**src/sv/rme_pkg.sv**
```systemverilog
// Package for the modular exponentiation block: word widths, types,
// register indexes, command codes and reset values of the registers.
// Used by every other file of the block; depends on nothing.
package rme_pkg;

    // Working width of the arithmetic (8 to 32); the port fields stay 32 bits.
    localparam int WORD_WIDTH = 32;
    localparam int FIELD_W    = 32;
    localparam int DWORD_W    = 2 * WORD_WIDTH;
    localparam int CNT_W      = $clog2(DWORD_W + 1);
    localparam int REG_IDX_W  = 2;

    typedef logic [WORD_WIDTH-1:0] t_word;
    typedef logic [DWORD_W-1:0]    t_dword;
    typedef logic [CNT_W-1:0]      t_cnt;
    typedef logic [REG_IDX_W-1:0]  t_reg_idx;

    localparam t_reg_idx REG_MODULUS     = t_reg_idx'(0);
    localparam t_reg_idx REG_PUBLIC_EXP  = t_reg_idx'(1);
    localparam t_reg_idx REG_PRIVATE_EXP = t_reg_idx'(2);

    localparam logic CMD_ENCRYPT = 1'b0;
    localparam logic CMD_DECRYPT = 1'b1;

    localparam t_word MODULUS_RST     = t_word'(3233);
    localparam t_word PUBLIC_EXP_RST  = t_word'(17);
    localparam t_word PRIVATE_EXP_RST = t_word'(2753);
    localparam t_word WORD_ONE        = t_word'(1);

    // Request to the shared modular multiplier.
    typedef struct packed {
        logic  start;
        t_word a;
        t_word b;
        t_word modulus;
    } t_mm_req;

    // Response of the shared modular multiplier.
    typedef struct packed {
        logic  done;
        t_word result;
    } t_mm_rsp;

endpackage

```
**src/sv/rme_modmul.sv**
```systemverilog
// Shared modular multiplier: one registered full-width product, then,
// for a nonzero modulus, a bit-serial restoring reduction, one quotient
// bit per cycle. Depends on rme_pkg.
module rme_modmul
    import rme_pkg::*;
(
    input  logic    i_clk,
    input  logic    i_rst_n,
    input  t_mm_req i_req,
    output t_mm_rsp o_rsp
);

    typedef enum logic [3:0] {
        M_IDLE = 4'b0001,
        M_MUL  = 4'b0010,
        M_PREP = 4'b0100,
        M_RED  = 4'b1000
    } t_mm_state;

    t_mm_state r_state, n_state;
    logic      r_done, n_done;
    t_cnt      r_cnt, n_cnt;
    t_word     r_a, n_a;
    t_word     r_b, n_b;
    t_dword    r_prod, n_prod;
    t_word     r_rem, n_rem;

    logic [WORD_WIDTH:0] trial;
    logic [WORD_WIDTH:0] diff;

    assign trial = {r_rem, r_prod[DWORD_W-1]};
    assign diff  = trial - {1'b0, i_req.modulus};

    always_comb begin
        n_state = r_state;
        n_done  = 1'b0;
        n_cnt   = r_cnt;
        n_a     = r_a;
        n_b     = r_b;
        n_prod  = r_prod;
        n_rem   = r_rem;
        unique case (r_state)
            M_IDLE: begin
                if (i_req.start) begin
                    n_a     = i_req.a;
                    n_b     = i_req.b;
                    n_state = M_MUL;
                end
            end
            M_MUL: begin
                n_prod  = t_dword'(r_a) * t_dword'(r_b);
                n_state = M_PREP;
            end
            M_PREP: begin
                if (i_req.modulus == '0) begin
                    // No reduction: the product wraps to the word width.
                    n_rem   = r_prod[WORD_WIDTH-1:0];
                    n_done  = 1'b1;
                    n_state = M_IDLE;
                end else if (r_prod[DWORD_W-1:WORD_WIDTH] < i_req.modulus) begin
                    // The upper half is already a valid partial remainder.
                    n_rem   = r_prod[DWORD_W-1:WORD_WIDTH];
                    n_prod  = {r_prod[WORD_WIDTH-1:0], {WORD_WIDTH{1'b0}}};
                    n_cnt   = t_cnt'(WORD_WIDTH);
                    n_state = M_RED;
                end else begin
                    n_rem   = '0;
                    n_cnt   = t_cnt'(DWORD_W);
                    n_state = M_RED;
                end
            end
            M_RED: begin
                if (trial >= {1'b0, i_req.modulus}) begin
                    n_rem = diff[WORD_WIDTH-1:0];
                end else begin
                    n_rem = trial[WORD_WIDTH-1:0];
                end
                n_prod = {r_prod[DWORD_W-2:0], 1'b0};
                n_cnt  = r_cnt - t_cnt'(1);
                if (r_cnt == t_cnt'(1)) begin
                    n_done  = 1'b1;
                    n_state = M_IDLE;
                end
            end
            default: begin
                n_state = M_IDLE;
            end
        endcase
    end

    always_ff @(posedge i_clk) begin
        if (!i_rst_n) begin
            r_state <= M_IDLE;
            r_done  <= 1'b0;
            r_cnt   <= '0;
        end else begin
            r_state <= n_state;
            r_done  <= n_done;
            r_cnt   <= n_cnt;
        end
        r_a    <= n_a;
        r_b    <= n_b;
        r_prod <= n_prod;
        r_rem  <= n_rem;
    end

    assign o_rsp.done   = r_done;
    assign o_rsp.result = r_rem;

endmodule

```
**config.mk**
```make
export PLATFORM = sky130hd
export DESIGN_NAME = rme_modmul
export DESIGN_NICKNAME = d
export VERILOG_FILES = /design/src/sv/rme_pkg.sv /design/src/sv/rme_modmul.sv
export SDC_FILE = /design/constraint.sdc
export NUM_CORES = 2
export LEC_CHECK = 0
export BUFFER_PORTS_ARGS = -buffer_cell sky130_fd_sc_hd__buf_2
export CAP_MARGIN = 20
export CORE_UTILIZATION = 25
export CTS_CLUSTER_SIZE = 14
export DETAILED_ROUTE_END_ITERATION = 10
export PLACE_DENSITY_LB_ADDON = 0.05
export SLEW_MARGIN = 20
export SYNTH_ARGS = -nofsm -noshare
export SYNTH_HDL_FRONTEND = slang
export SYNTH_SLANG_ARGS = --single-unit
```
**constraint.sdc**
```tcl
create_clock -name i_clk -period 9.3 [get_ports i_clk]
set_clock_uncertainty 0.05 [all_clocks]
set_input_delay 1.86 -clock i_clk [delete_from_list [all_inputs] [get_ports i_clk]]
set_output_delay 1.86 -clock i_clk [all_outputs]
set_load 0.02 [all_outputs]
```
Word level (Yosys, flattened, before mapping)
Index checks and enable logic that the tools add are counted.
{"block": "classes", "addsub": 2, "n_div": 0, "magnitude_cmp": 2, "n_mul": 1, "reduce_logical": 7, "n_shift": 0, "bitwise": 0, "n_mux": 17, "eq_ne": 9}
{"cell": "64-bit one-hot mux with 3 select lines", "count": 1}
{"cell": "64-bit 2-to-1 mux", "count": 2}
{"cell": "32-bit 2-to-1 mux", "count": 3}
{"cell": "32-bit by 32-bit multiplier with 64-bit output", "count": 1}
{"cell": "32-bit one-hot mux with 2 select lines", "count": 1}
{"cell": "33-bit by 32-bit >= comparator with 1-bit output", "count": 1}
{"cell": "32-bit zero test", "count": 1}
{"cell": "32-bit < comparator", "count": 1}
{"cell": "32-bit subtractor", "count": 1}
{"cell": "4-bit one-hot mux with 4 select lines", "count": 1}
{"cell": "7-bit 2-to-1 mux", "count": 2}
{"cell": "7-bit one-hot mux with 2 select lines", "count": 1}
{"cell": "4-bit 2-to-1 mux", "count": 3}
{"cell": "2-bit inequality test, second input constant", "count": 4}
{"cell": "7-bit by 1-bit equality test with 1-bit output, second input constant", "count": 1}
{"cell": "7-bit by 1-bit subtractor with 7-bit output, second input constant", "count": 1}
{"cell": "2-bit AND reduction", "count": 3}
{"cell": "4-bit by 1-bit equality test with 1-bit output, second input constant", "count": 1}
{"cell": "4-bit by 2-bit equality test with 1-bit output, second input constant", "count": 1}
{"cell": "4-bit by 3-bit equality test with 1-bit output, second input constant", "count": 1}
{"cell": "4-bit equality test, second input constant", "count": 1}
{"cell": "3-bit AND reduction", "count": 1}
{"cell": "3-bit nonzero test", "count": 1}
{"cell": "1-bit 2-to-1 mux", "count": 2}
{"cell": "2 further kinds", "count": 2}
{"block": "totals", "output_inout_bits": 33, "reg_bits": 172, "romBits": 0, "memories": 0, "ram_bits": 0, "latchBits": 0}

Longest topological paths before layout
{"block": "logic_depth", "ltp_word": 4, "ltp_mapped": 28}

Worst setup path after synthesis
No wires, ideal clock.
{"block": "synth_timing", "kind": "flip-flop to flip-flop", "from": "reg r_a[26]", "to": "reg r_prod[61] (data pin)", "stages_incl_launch_ff": 27, "arrival_ps": 7145, "path_slack_ps": 1796, "required_ps": 8941, "path_cell_list": "edfxtp_1 clkbuf_1 and2_1 fa_1 fa_1 inv_1 fa_1 fa_1 inv_1 fa_1 fa_1 fa_1 inv_1 fa_1 inv_1 ha_1 clkbuf_1 a21o_1 a21o_1 a21oi_1 o221ai_1 or4_1 nand2_1 o211ai_1 o41ai_1 xor2_1 o21ai_1"}
{"block": "synth_via", "elab_chain_cells": 2}
{"element": "start: declaration", "line_no": "rme_modmul.sv:23", "rtl": "t_word r_a, n_a;"}
{"element": "start signal: assignment", "line_no": "rme_modmul.sv:101", "rtl": "r_a <= n_a;"}
{"element": "32-bit by 32-bit multiplier with 64-bit output", "line_no": "rme_modmul.sv:51", "rtl": "n_prod = t_dword'(r_a) * t_dword'(r_b);"}
{"element": "64-bit one-hot mux with 3 select lines", "line_no": "rme_modmul.sv:42", "rtl": "unique case (r_state)"}
{"element": "named net n_prod[61]", "line_no": "rme_modmul.sv:25", "rtl": "t_dword r_prod, n_prod;"}
{"element": "end signal: assignment", "line_no": "rme_modmul.sv:103", "rtl": "r_prod <= n_prod;"}
{"element": "end: declaration", "line_no": "rme_modmul.sv:25"}
The timed path passes the listed nets, and every way through them passes these cells.
A chain may end at the register's enable or synchronous reset.

Worst setup path in the final report
{"block": "layout_timing", "from": "reg r_b[9]", "to": "reg r_prod[56] (data pin)"}
{"block": "layout_via", "elab_chain_cells": 2}
{"element": "start: declaration", "line_no": "rme_modmul.sv:24", "rtl": "t_word r_b, n_b;"}
{"element": "start signal: assignment", "line_no": "rme_modmul.sv:102", "rtl": "r_b <= n_b;"}
{"element": "32-bit by 32-bit multiplier with 64-bit output", "line_no": "rme_modmul.sv:51"}
{"element": "64-bit one-hot mux with 3 select lines", "line_no": "rme_modmul.sv:42"}
{"element": "named net n_prod[56]", "line_no": "rme_modmul.sv:25"}
The timed path passes the listed nets, and every way through them passes these cells.

==> metrics.csv <==
stage,metric,value,unit
status,status,"finished, final reports clean",
sta,hold_viol_final,0,
sta,clock.fmax,112,MHz
finish,nets,5864,
floorplanning,die-area,173000,um^2
routing,drtPass1Iterations,5,
sta,period_share,0.961,
flow_run,drv_cap,0,
global_route,met1_usage,0.241,
critical_path,crit_slowest_cell,edfxtp_1,
worst_hold_path,hold_depth,2,
finish,fillers,18400,
clocking,insertion_delay,0.56,ns
critical_path,reg2reg_to,r_prod[56]$_DFFE_PP_,
global_route,grt_pass1_vias,33800,
global_route,use_met2,0.312,
clocking,clk_pin_slew,0.10,ns
routing,wl_per_cell,22.3,um
critical_path,worst-path-max-fanout,25,
logic_synthesis,synth_edf_count,160,
clocking,ctsRootBufferMaster,clkbuf_16,
placed_design,gp_congestion,0.808,
clocking,holdBufCountCts,0,
critical_path,crit_buf_inv,2,
routing,wl,151,mm
clocking,cts.repair.resized,0,
logic_synthesis,synth_top_area_share,0.420,
logic_synthesis,syn-num-nets,5868,
placed_design,portBuffers,131,
logic_synthesis,avgSynthCellArea,9.41,um^2
floorplanning,io_pins,132,
critical_path,r2r_start,r_b[9]$_DFFE_PP_,
critical_path,cp_top_family,adder cells,
clocking,clock-sinks,172,
global_route,busiest_layer,met2,
global_route,grtUsageMet3,0.0176,
critical_path,setup.worst_path.start_class,register,
critical_path,path_common_cell,fa_1,
routing,antenna_left,0,
logic_synthesis,synth-async-reset-ratio,0,
critical_path,cp.arrival,9.15,ns
critical_path,worst-r2r-setup-slack,0.36,ns
floorplanning,coreArea,170000,um^2
clocking,post_cts_buffers,0,
worst_hold_path,hold_path.class,reg -> reg,
global_route,grt_pass1_wl,228,mm
sta,rsz0062_at_grt,no,
global_route,antenna_found_initial,9,
floorplanning,rows,151,
logic_synthesis,ys_top_cells_by_count,"897 x fa_1, 892 x inv_1, 600 x and2_1",
sta,slew_headroom,0.292,
logic_synthesis,ys_ff_latch,172,
clocking,clock_path_buffers,2,
floorplanning,die_h,416,um
sta,tns,0,ns
routing,vias,30200,
global_route,grt_max_degree,65,
routing,drc,0,
floorplanning,initial_core_util,0.252,
critical_path,cp.required,9.51,ns
logic_synthesis,ys_top_cells_by_area,"fa_1 42%, edfxtp_1 11%, ha_1 9.6%",
logic_synthesis,synth_cells,4544,
sta,fin_crit,8.94,ns
logic_synthesis,ys_seq_area_frac,0.118,
logic_synthesis,synth_area,42800,um^2
routing,avgViaCountPerCell,4.46,
logic_synthesis,synth-main-ff-cell,edfxtp_1,
floorplanning,dieWidth,416,um
sta,slew_violations,0,
logic_synthesis,yosysMostFrequentCell,fa_1,
critical_path,reg2reg_depth,21,
critical_path,crit_path_max_incr_delay,1.06,ns
sta,setup_viol,0,
sta,tightest_slew,1.06,ns
global_route,grt_usage,0.179,
clocking,cts_tree,done,
critical_path,path_cells,"and2_1, fa_1, fa_1, inv_1, fa_1, fa_1, inv_1, fa_1, fa_1, fa_1, fa_1, ha_1, nand4_1, or3_1, a211oi_1, o2111ai_1, a21oi_1, a21oi_1, a31oi_1, xnor2_1, o21ai_1",
finish,drive_gt1_frac,0.0687,
logic_synthesis,synth_warnings,0,
routing,first_iter_violations,1480,
critical_path,critPathKind,reg -> reg,
clocking,h-tree-depth,4,
logic_synthesis,synth_area_leader_cell,fa_1,
worst_hold_path,hold_end,r_cnt[5]$_SDFFE_PN0P_,
worst_hold_path,hp-start,r_cnt[5]$_SDFFE_PN0P_,
finish,area_growth,9.42,%
placed_design,hpwl,127,mm
global_route,overflow,0,
critical_path,endpoint_kind,register,
logic_synthesis,synth_cell_type_count,79,
clocking,cts_made_buffers,17,
per-layer routing:
metal	share of wire	up-vias
li1	-	13900
met1	0.46	15800
met2	0.50	338
met3	0.021	89
met4	0.015	0
met5	0	-
stage by stage:
| step | utilization | setup slack [ns] | instances | instance area, um^2 | hold WS (ns) |
|---|---|---|---|---|---|
| finish | 0.276 | 0.362 | 6778 | 46800 | 0.441 |
| global route | 0.276 | 0.0405 | 6771 | 46800 | 0.474 |
| CTS | 0.275 | 0.341 | 6770 | 46700 | 0.450 |
| detailed placement | 0.272 | 0.397 | 6738 | 46100 | 0.436 |
| global placement | 0.272 | 0.358 | 6738 | 46100 | 0.429 |
| floorplan | - | 1.80 | 4544 | 42800 | 0.399 |
worst min-delay path: cells and delay by family, from the launching register on:
family / cells / cell delay [ns]
flip-flops: 1 / 0.32
AO/OA/AOI/OAI: 2 / 0.13
registers in the layout, indices dropped and copies added, names as in the netlist:
signal,count
r_b,32
r_cnt,7
r_rem,32
r_a,32
r_prod,64
r_done,1
r_state,4
kinds of logic (layout without fill, tap and decap cells):
kind of cell | count (synthesis) | after routing | synth area share
and+or+nand+nor | 1349 | 1349 | 0.162
xor gates and xnor gates | 96 | 96 | 0.0197
DFF | 172 | 172 | 0.118
other | 0 | 7 | 0
muxes | 6 | 6 | 0.00140
buffers and inverters | 1169 | 1178 | 0.103
adders and majority gates | 1225 | 1225 | 0.516
AOI/OAI and AO/OA | 527 | 527 | 0.0802
final cells by class:
cell class / instances / area [um^2] / share of cell area
Antenna cell: 7 / 17.5 / 0.000374
Clock buffer: 18 / 429 / 0.00917
Clock inverter: 14 / 168 / 0.00358
Multi-Input combinational cell: 3203 / 33400 / 0.713
Sequential cell: 172 / 5040 / 0.108
Timing Repair Buffer: 252 / 1620 / 0.0347
Inverter: 894 / 3360 / 0.0718
Tap cell: 2218 / 2780 / 0.0593
how the worst max path moves through the flow:
stage,start,end,slack (ns),cells after the start
floorplan,r_a[26]$_DFFE_PP_,r_prod[61]$_DFFE_PP_,1.80,26
global placement,r_b[9]$_DFFE_PP_,r_prod[56]$_DFFE_PP_,0.36,21
detailed placement,r_b[9]$_DFFE_PP_,r_prod[56]$_DFFE_PP_,0.40,21
CTS,r_b[9]$_DFFE_PP_,r_prod[56]$_DFFE_PP_,0.34,21
global route,r_b[9]$_DFFE_PP_,r_prod[56]$_DFFE_PP_,0.04,21
finish,r_b[9]$_DFFE_PP_,r_prod[56]$_DFFE_PP_,0.36,21
cell usage in the layout (no fill, tap or decap), types with 53 or more instances in the layout:
cell type,synthesis,layout
a21o_1,63,63
o21ai_1,84,84
o21ai_0,55,55
a22oi_1,53,53
xnor2_1,58,58
edfxtp_1,160,160
ha_1,328,328
and2_1,600,600
buf_2,5,131
inv_1,892,892
nand2_1,536,536
nor2_1,65,64
fa_1,897,897
a21oi_1,138,138
buf_4,1,117
Power is not shown: default switching activity piles up to over one toggle a cycle in this logic, so the estimate is an artifact.
